===== src/rtl/lsfd_pkg.sv =====
package lsfd_pkg;

    // Field widths fixed by the item format
    localparam int SAMPLE_W = 16;
    localparam int COEF_W   = 16;
    localparam int RES_W    = 18;
    localparam int IDX_W    = 3;
    localparam int PROD_W   = COEF_W + SAMPLE_W;

    // Parameter defaults
    localparam int ORDER_DEF     = 5;
    localparam int FRAME_LEN_DEF = 20;
    localparam int COEF_FRAC_DEF = 12;

    typedef enum logic {
        KIND_COEF = 1'b0,
        KIND_RES  = 1'b1
    } t_kind;

    typedef logic signed [SAMPLE_W-1:0] t_sample;
    typedef logic signed [COEF_W-1:0]   t_coef;

    // Filter datapath result
    typedef struct packed {
        t_sample sample;
        logic    clipped;
    } t_mac_out;

endpackage


===== src/rtl/lsfd_mac.sv =====
module lsfd_mac #(
    parameter int ORDER          = lsfd_pkg::ORDER_DEF,
    parameter int COEF_FRAC_BITS = lsfd_pkg::COEF_FRAC_DEF
) (
    input  lsfd_pkg::t_coef                      i_coef [ORDER],
    input  lsfd_pkg::t_sample                    i_hist [ORDER],
    input  logic signed [lsfd_pkg::RES_W-1:0]    i_residual,
    output lsfd_pkg::t_mac_out                   o_result
);
    import lsfd_pkg::*;

    // Room for ORDER quotients plus the residual
    localparam int ACC_W = PROD_W + 1 + $clog2(ORDER + 1);
    localparam logic signed [PROD_W-1:0] BIAS    = PROD_W'((1 << COEF_FRAC_BITS) - 1);
    localparam logic signed [PROD_W-1:0] NO_BIAS = '0;
    localparam logic signed [ACC_W-1:0]  SAT_MAX = ACC_W'(32767);
    localparam logic signed [ACC_W-1:0]  SAT_MIN = ACC_W'(-32768);

    logic signed [PROD_W-1:0] quot [ORDER];
    logic signed [ACC_W-1:0]  acc;

    // One multiplier per tap; quotient truncated toward zero
    always_comb begin
        logic signed [PROD_W-1:0] prod;
        for (int i = 0; i < ORDER; i++) begin
            prod    = i_coef[i] * i_hist[i];
            quot[i] = (prod + (prod[PROD_W-1] ? BIAS : NO_BIAS)) >>> COEF_FRAC_BITS;
        end
    end

    always_comb begin
        acc = ACC_W'(i_residual);
        for (int i = 0; i < ORDER; i++) begin
            acc = acc + ACC_W'(quot[i]);
        end
    end

    always_comb begin
        if (acc > SAT_MAX) begin
            o_result.sample  = t_sample'(16'sh7fff);
            o_result.clipped = 1'b1;
        end else if (acc < SAT_MIN) begin
            o_result.sample  = t_sample'(16'sh8000);
            o_result.clipped = 1'b1;
        end else begin
            o_result.sample  = acc[SAMPLE_W-1:0];
            o_result.clipped = 1'b0;
        end
    end

endmodule


===== src/rtl/lpc_synthesis_frame_decoder_top.sv =====
// All-pole LPC synthesis filter, one frame at a time.
// Input channel (i_valid / o_stall): a transaction with i_kind = coefficient
// loads i_coef_value into tap i_coef_index (indexes at or above ORDER are
// dropped) and produces nothing. A transaction with i_kind = residual
// produces one output transaction: the residual plus the prediction from
// the earlier samples of the current frame, saturated to 16 bits.
// Output channel (o_valid / i_stall): o_sample, o_frame_last on the final
// sample of each FRAME_LEN-sample frame, o_clipped when saturation hit.
// A residual enters the input register on acceptance; its sample is
// written to the output register when the stage fires. Throughput: one
// transaction per cycle unless the output stalls. The recursion is
// combinational: ORDER parallel 16x16 multipliers and the adder chain
// feed the history registers directly, so the next sample sees the new
// history. A coefficient load takes effect for the residual right behind it.
// When the receiver stalls, the output register holds; the input stage
// keeps moving while the output register is free or being drained, and
// o_stall rises only when a residual waits behind a stalled result.
// Coefficient transactions never wait on the output side.
// Reset (synchronous, active low) clears coefficients, history, the frame
// position and both valid flags.
module lpc_synthesis_frame_decoder_top #(
    parameter int ORDER          = lsfd_pkg::ORDER_DEF,
    parameter int FRAME_LEN      = lsfd_pkg::FRAME_LEN_DEF,
    parameter int COEF_FRAC_BITS = lsfd_pkg::COEF_FRAC_DEF
) (
    input  logic                                 i_clk,
    input  logic                                 i_rst_n,
    // input channel
    input  logic                                 i_valid,
    output logic                                 o_stall,
    input  logic                                 i_kind,
    input  logic [lsfd_pkg::IDX_W-1:0]           i_coef_index,
    input  logic signed [lsfd_pkg::COEF_W-1:0]   i_coef_value,
    input  logic signed [lsfd_pkg::RES_W-1:0]    i_residual,
    // output channel
    output logic                                 o_valid,
    input  logic                                 i_stall,
    output logic signed [lsfd_pkg::SAMPLE_W-1:0] o_sample,
    output logic                                 o_frame_last,
    output logic                                 o_clipped
);
    import lsfd_pkg::*;

    localparam int POS_W = (FRAME_LEN > 1) ? $clog2(FRAME_LEN) : 1;

    // Input register
    logic                     r_in_valid;
    t_kind                    r_in_kind;
    logic [IDX_W-1:0]         r_in_idx;
    t_coef                    r_in_coef;
    logic signed [RES_W-1:0]  r_in_res;

    // Filter state
    t_coef                    r_coef [ORDER];
    t_sample                  r_hist [ORDER];
    logic [POS_W-1:0]         r_pos;
    logic [POS_W-1:0]         n_pos;

    // Output register
    logic                     r_out_valid;
    t_sample                  r_out_sample;
    logic                     r_out_last;
    logic                     r_out_clip;

    logic                     out_free;
    logic                     s1_fire;
    logic                     res_fire;
    logic                     coef_fire;
    logic                     in_fire;
    logic                     frame_end;
    t_mac_out                 mac_out;

    lsfd_mac #(
        .ORDER          (ORDER),
        .COEF_FRAC_BITS (COEF_FRAC_BITS)
    ) u_mac (
        .i_coef     (r_coef),
        .i_hist     (r_hist),
        .i_residual (r_in_res),
        .o_result   (mac_out)
    );

    // Handshake: the stage drains when the item is a coefficient load or the
    // output register can take a new sample this cycle.
    always_comb begin
        out_free  = !r_out_valid || !i_stall;
        s1_fire   = r_in_valid && (r_in_kind == KIND_COEF || out_free);
        res_fire  = s1_fire && r_in_kind == KIND_RES;
        coef_fire = s1_fire && r_in_kind == KIND_COEF;
        o_stall   = r_in_valid && !s1_fire;
        in_fire   = i_valid && !o_stall;
        frame_end = r_pos == POS_W'(FRAME_LEN - 1);
        n_pos     = frame_end ? '0 : r_pos + POS_W'(1);
    end

    // Control and filter state
    always_ff @(posedge i_clk) begin
        if (!i_rst_n) begin
            r_in_valid  <= 1'b0;
            r_out_valid <= 1'b0;
            r_pos       <= '0;
            for (int i = 0; i < ORDER; i++) begin
                r_coef[i] <= '0;
                r_hist[i] <= '0;
            end
        end else begin
            if (in_fire) begin
                r_in_valid <= 1'b1;
            end else if (s1_fire) begin
                r_in_valid <= 1'b0;
            end

            if (res_fire) begin
                r_out_valid <= 1'b1;
            end else if (!i_stall) begin
                r_out_valid <= 1'b0;
            end

            if (coef_fire) begin
                for (int i = 0; i < ORDER; i++) begin
                    if (32'(r_in_idx) == i) begin
                        r_coef[i] <= r_in_coef;
                    end
                end
            end

            if (res_fire) begin
                r_pos <= n_pos;
                if (frame_end) begin
                    for (int i = 0; i < ORDER; i++) begin
                        r_hist[i] <= '0;
                    end
                end else begin
                    r_hist[0] <= mac_out.sample;
                    for (int i = 1; i < ORDER; i++) begin
                        r_hist[i] <= r_hist[i-1];
                    end
                end
            end
        end
    end

    // Payload registers
    always_ff @(posedge i_clk) begin
        if (in_fire) begin
            r_in_kind <= t_kind'(i_kind);
            r_in_idx  <= i_coef_index;
            r_in_coef <= i_coef_value;
            r_in_res  <= i_residual;
        end
        if (res_fire) begin
            r_out_sample <= mac_out.sample;
            r_out_last   <= frame_end;
            r_out_clip   <= mac_out.clipped;
        end
    end

    assign o_valid      = r_out_valid;
    assign o_sample     = r_out_sample;
    assign o_frame_last = r_out_last;
    assign o_clipped    = r_out_clip;

    // A frame-ending sample leaves a clean history and position behind
    a_frame_clear: assert property (@(posedge i_clk) disable iff (!i_rst_n)
        res_fire && frame_end |=> r_pos == '0 && r_hist[0] == '0)
        else $error("history not cleared at frame end");

    // A coefficient load never creates an output transaction
    a_coef_silent: assert property (@(posedge i_clk) disable iff (!i_rst_n)
        r_in_valid && r_in_kind == KIND_COEF && !r_out_valid |=> !r_out_valid)
        else $error("coefficient load produced an output");

    // Back-pressure only when a residual waits on a stalled output
    a_stall_cause: assert property (@(posedge i_clk) disable iff (!i_rst_n)
        o_stall |-> r_in_valid && r_in_kind == KIND_RES && r_out_valid && i_stall)
        else $error("input stalled without cause");

    // A held output keeps its sample until it is taken
    a_out_hold: assert property (@(posedge i_clk) disable iff (!i_rst_n)
        r_out_valid && i_stall |=> r_out_valid && $stable(r_out_sample))
        else $error("stalled output changed");

endmodule

===== config.mk =====
export PLATFORM = sky130hd
export DESIGN_NAME = lpc_synthesis_frame_decoder_top
export DESIGN_NICKNAME = d
export VERILOG_FILES = /design/src/rtl/lsfd_pkg.sv /design/src/rtl/lsfd_mac.sv /design/src/rtl/lpc_synthesis_frame_decoder_top.sv
export SDC_FILE = /design/constraint.sdc
export NUM_CORES = 2
export LEC_CHECK = 0
export BUFFER_PORTS_ARGS = -buffer_cell sky130_fd_sc_hd__buf_4
export CORE_UTILIZATION = 35
export DETAILED_ROUTE_END_ITERATION = 10
export PLACE_DENSITY = 0.48
export SLEW_MARGIN = 15
export SYNTH_ARGS = -nofsm -noshare
export SYNTH_HDL_FRONTEND = slang
export SYNTH_SLANG_ARGS = --single-unit

===== constraint.sdc =====
create_clock -name i_clk -period 14.54 [get_ports i_clk]
set_input_delay 1.454 -clock i_clk [delete_from_list [all_inputs] [get_ports i_clk]]
set_output_delay 1.454 -clock i_clk [all_outputs]
set_load 0.01 [all_outputs]

* Word-level counts from Yosys, hierarchy flattened
Cells that the tools add are included.
** Storage, ports and cells
- Register bits :: 223
- Logic and storage cells :: 76
** Operators by class
- Add/subtract/negate cells :: 11
- Eq/ne operators :: 6
- Order comparisons :: 2
- Bitwise gates (word level) :: 1
- Reductions and logical operators :: 18
- Multiply operators :: 5
- Mux-type cells :: 13
** Operators by type and width (number)
- $add 32x13->32 :: 5
- $mul 16x16->32 :: 5
- $add 36x20->36 :: 3
- $mux 80 :: 1
- $mux 12 :: 5
- $gt 36x16->1 const B :: 1
- $lt 36x16->1 const B :: 1
- $mux 17 :: 2
- $add 21x20->22 :: 1
- $add 18x20->21 :: 1
- $reduce_and 2->1 :: 5
- $eq 3x2->1 const B :: 2
- $add 5x1->5 const B :: 1
- $eq 5x5->1 const B :: 1
- $logic_and 1x1->1 :: 5
- $mux 5 :: 1
- $logic_not 1->1 :: 4
- $mux 1 :: 4
- $eq 3x1->1 const B :: 1
- $eq 3x3->1 const B :: 1
- $logic_not 3->1 :: 1
- $logic_or 1x1->1 :: 2
- $ne 2x1->1 const B :: 1
- $reduce_bool 2->1 :: 1
- $not 1->1 :: 1

* Logic depth before layout (Yosys ltp)
- Depth in word-level cells :: 12
- Gate-level depth with buffers :: 65
- Mapped depth without buffers :: 60

* Hierarchy
Synthesis repeated with hierarchy kept, for this count alone.
** Unflattened totals
- Cell total of the unflattened synthesis :: 7055
- Area, all modules :: 63937.6 um2
** Modules (own cells, without submodules)
- lsfd_mac :: times used 1, cells each 6390, area an instance 56091.3 um2, sequential area each 0.0 um2
- lpc_synthesis_frame_decoder_top :: times used 1, cells each 665, area an instance 7846.3 um2, sequential area each 5024.8 um2

* Worst setup path after synthesis
OpenSTA, ideal clock, no wires.
- Path type :: reg2reg
- Start :: reg r_hist[68] (netlist bit)
- End :: reg r_out_sample[3] (netlist: o_sample[3]), data pin
- Path slack :: -0.132 ns
- Required time :: 14.285 ns
- Period minus slack after synthesis :: 14.672 ns
- Arrival :: 14.417 ns
- Stages on the path, launching flop included :: 60
- Library setup time :: 0.255 ns
- Path through :: dfxtp_1 clkbuf_1 clkbuf_1 nand2_1 fa_1 inv_1 fa_1 fa_1 fa_1 inv_1 fa_1 inv_1 fa_1 ha_1 a21o_1 a21o_1 a221oi_1 o221a_2 [... 24 more ...] o21ai_0 o41ai_1 o221ai_1 fa_1 fa_1 inv_1 ha_1 clkbuf_1 nand3_1 a211oi_1 or2_2 a211oi_1 or4_1 clkbuf_1 nor3_2 buf_2 nand2_1 and2_1
** RTL lines
- from (decl) :: RTL line lpc_synthesis_frame_decoder_top.sv:55 : t_sample r_hist [ORDER];
- from (signal, indexed assignment) :: RTL line lpc_synthesis_frame_decoder_top.sv:136 : r_hist[i] <= r_hist[i-1];
- to (signal assigned) :: RTL line lpc_synthesis_frame_decoder_top.sv:152 : r_out_sample <= mac_out.sample;
- to (decl) :: RTL line lpc_synthesis_frame_decoder_top.sv:61 : t_sample r_out_sample;

==> impl_metrics.json <==
{
  "outcome": "complete, no violations",
  "final_layout_size_suffix_gt1_share_pct": 11.6,
  "start_util_pct": 35.3,
  "intPower_mw": 1.39,
  "gp_congestion": 0.887,
  "p_leak_nw": 33.9,
  "drv_slew": 0,
  "setup_violations": 0,
  "vias": 47800,
  "slowest_stage": "fa_2",
  "finalHoldViolCount": 0,
  "path_max_fanout": 6,
  "clock_path_buffers": 3,
  "drt-initial-drc-count": 2699,
  "sw_frac_of_total_pct": 33.2,
  "drv_cap": 0,
  "syn_nets": 9011,
  "power.density_nw_per_um2": 28.7,
  "power_mw": 2.08,
  "slowest_delay_ps": 600,
  "synth.most_common_cell": "inv_1",
  "worstHoldStart": "r_coef[55]$_SDFFE_PN0P_",
  "worst_pin_slew_ps": 1120,
  "dieArea_um2": 184000,
  "seqPwrFrac_pct": 33.4,
  "cts.sinks": 223,
  "io_buffers": 61,
  "synth_area_um2": 63900,
  "fillers": 18300,
  "cts_hold_buffers": 0,
  "ant_nets": 0,
  "ys_types": 107,
  "core_um2": 181000,
  "combPwrFrac_pct": 22.5,
  "final_util_pct": 40.1,
  "fmax_mhz": 71.4,
  "numCtsBuffers": 35,
  "io_pins": 62,
  "cp.required_ps": 14890,
  "pwr-share-clk_pct": 44.2,
  "clkLatencyLatePin_ps": 610,
  "p_sw_mw": 0.690,
  "dp_hpwl_um": 166000,
  "design_area_um2": 72500,
  "synth-async-reset-ratio_pct": 0,
  "grt_antenna_before_repair": 1,
  "synthTopCellsByCount": "inv_1 (1,580), fa_1 (1,376), nand2_1 (1,006), and2_1 (508), ha_1 (502)",
  "critPathCaptureType": "flip-flop",
  "root_buffer": "clkbuf_16",
  "placed_area_um2": 70400,
  "clk_pin_slew_ps": 60,
  "grt-ovfl-total": 0,
  "vdd_drop_max_mv": 0.0689,
  "fin_crit_sh_pct": 96.4,
  "die_h_um": 429,
  "grt_pass1_wl_um": 313000,
  "hp-class": "flip-flop to flip-flop",
  "fin_tns_setup_ps": 0,
  "grt_pass1_vias": 51600,
  "synth_top_area_share_pct": 43.1,
  "routedWlPerCell_um": 20.0,
  "seq_area_frac_synth_pct": 7.86,
  "ys_top_cells_by_area": "fa_1 (43%), ha_1 (9.8%), inv_1 (9.3%), nand2_1 (5.9%), dfxtp_1 (5.2%)",
  "ys.flop_type": "dfxtp_1",
  "cts.htree.levels": 2,
  "r2r_start": "r_coef[79]$_SDFFE_PN0P_",
  "cp.arrival_ps": 14370,
  "wirelength_um": 197000,
  "synth-edff-count": 56,
  "relSlewSlack_pct": 25.4,
  "drcViolationCount": 0,
  "r2r_slack_ps": 530,
  "ys_warn_count": 0,
  "dieWidth_um": 429,
  "synthToLayoutAreaGrowth_pct": 13.5,
  "critPathLaunch": "r_coef[79]$_SDFFE_PN0P_",
  "synth_seq_cells": 223,
  "synth.avg_cell_area_um2": 9.01,
  "postSynthCellCount": 7091,
  "worst_setup_path_start_kind": "flip-flop",
  "avgViaCountPerCell": 4.85,
  "cts_tree": "done",
  "fp-row-count": 156,
  "dr.pass1.iters": 6,
  "period_minus_slack_ps": 14010,
  "nets": 9368,
  "clock-skew-final_ps": 21.5,
  "synth.largest_area_cell": "fa_1",
  "track_usage_pct": 22.2,
  "grt_max_degree": 95,
  "crit_type": "flip-flop to flip-flop"
}
[timing repair]
item                                    4_1_cts  5_1_grt
endpoints found under the setup margin       33       33
cloned                                        0        2
gates resized for setup                      22      182
setup buffers                                 2        9
pin swaps                                     6       50
[cell type report]
| cell class | count | area [µm²] | share of cell area (%) |
|---|---|---|---|
| antenna | 1 | 2.50 | 0.00345 |
| clock buffer | 46 | 980 | 1.35 |
| clock inverter | 18 | 198 | 0.273 |
| inverter | 1580 | 5930 | 8.18 |
| multi-input combinational | 5005 | 52600 | 72.6 |
| sequential | 223 | 5090 | 7.02 |
| tap | 2370 | 2970 | 4.09 |
| timing repair buffer | 603 | 4720 | 6.51 |
[path summary, 6_finish.rpt]
kind	to	depth (start not counted)
max	o_sample[6]$_DFFE_PP_	60
min reg2reg	r_coef[55]$_SDFFE_PN0P_	2
max reg2reg	o_sample[6]$_DFFE_PP_	60
min	r_coef[55]$_SDFFE_PN0P_	2
[critical path, delay by kind of cell (launching register included)]
kind | cells | cell delay (ps)
compound gates | 21 | 4000
xor+xnor | 2 | 320
fa+ha+maj | 13 | 5790
buf+inv | 10 | 840
flops | 1 | 360
simple gates | 14 | 2430
[metal layers]
layer / wire [µm] / vias up / GRT usage [%] / part of all wire [%]
met5: 0 / - / 0 / 0
met2: 91900 / 781 / 36.5 / 47
met4: 5580 / 0 / 5.10 / 2.8
met3: 7150 / 144 / 1.94 / 3.6
met1: 92300 / 24700 / 31.6 / 47
li1: - / 22200 / - / -
[logic make-up (layout without fill, tap and decap cells)]
logic type | Yosys count | in the layout | share of synthesized area [%]
and+or+nand+nor | 2049 | 2049 | 15.7
adders and majority gates | 1878 | 1878 | 52.9
buffers and inverters | 1863 | 2247 | 11.0
AOI/OAI and AO/OA | 766 | 766 | 8.27
xor gates and xnor gates | 305 | 305 | 4.20
DFF | 223 | 223 | 7.86
muxes | 7 | 7 | 0.110
other | 0 | 1 | 0
[power by group through the flow]
stage          Combinational, mW  Sequential (mW)  Clock [mW]
2_1_floorplan              0.221            0.677           0
3_3_place_gp               0.426            0.708           0
3_5_place_dp               0.426            0.707           0
4_1_cts                    0.437            0.694       0.946
5_1_grt                    0.509            0.693       0.958
6_report                   0.467            0.693       0.917
[cells in the final DEF (no fill, tap or decap), types with 22 or more instances in the layout]
master | netlist | final
clkbuf_16 | 0 | 37
and2_1 | 508 | 505
edfxtp_1 | 56 | 56
nor3_1 | 30 | 29
o21a_1 | 49 | 49
nor2b_1 | 92 | 91
fa_1 | 1376 | 1359
o21bai_1 | 24 | 24
a21o_1 | 75 | 75
nor2_1 | 160 | 152
nand2_1 | 1006 | 1002
dfxtp_2 | 0 | 34
o21ai_0 | 109 | 100
buf_4 | 0 | 578
ha_1 | 502 | 485
dfxtp_1 | 167 | 127
xnor2_1 | 205 | 200
nand2b_1 | 75 | 73
a22oi_1 | 65 | 65
a21oi_1 | 162 | 152
inv_1 | 1580 | 1569
a21boi_0 | 89 | 88
nand3_1 | 48 | 47
xor2_1 | 99 | 97
nand4_1 | 23 | 23
and3_1 | 24 | 22
[stage by stage]
stage	cells	worst slack, ps	hold slack, ps
finish	9846	527	490
global route	9845	-85.5	527
CTS	9834	11.0	497
detailed placement	9768	-337	489
global placement	9768	-277	476
floorplan	7091	29.9	461
[state kept, by name, indices dropped and copies added, names as in the netlist, 3 cells and up]
register	flops
r_pos	5
r_hist	80
o_sample	16
r_in_res	18
r_in_coef	16
r_in_idx	3
r_coef	80
Power figures use the tool's default switching activity.
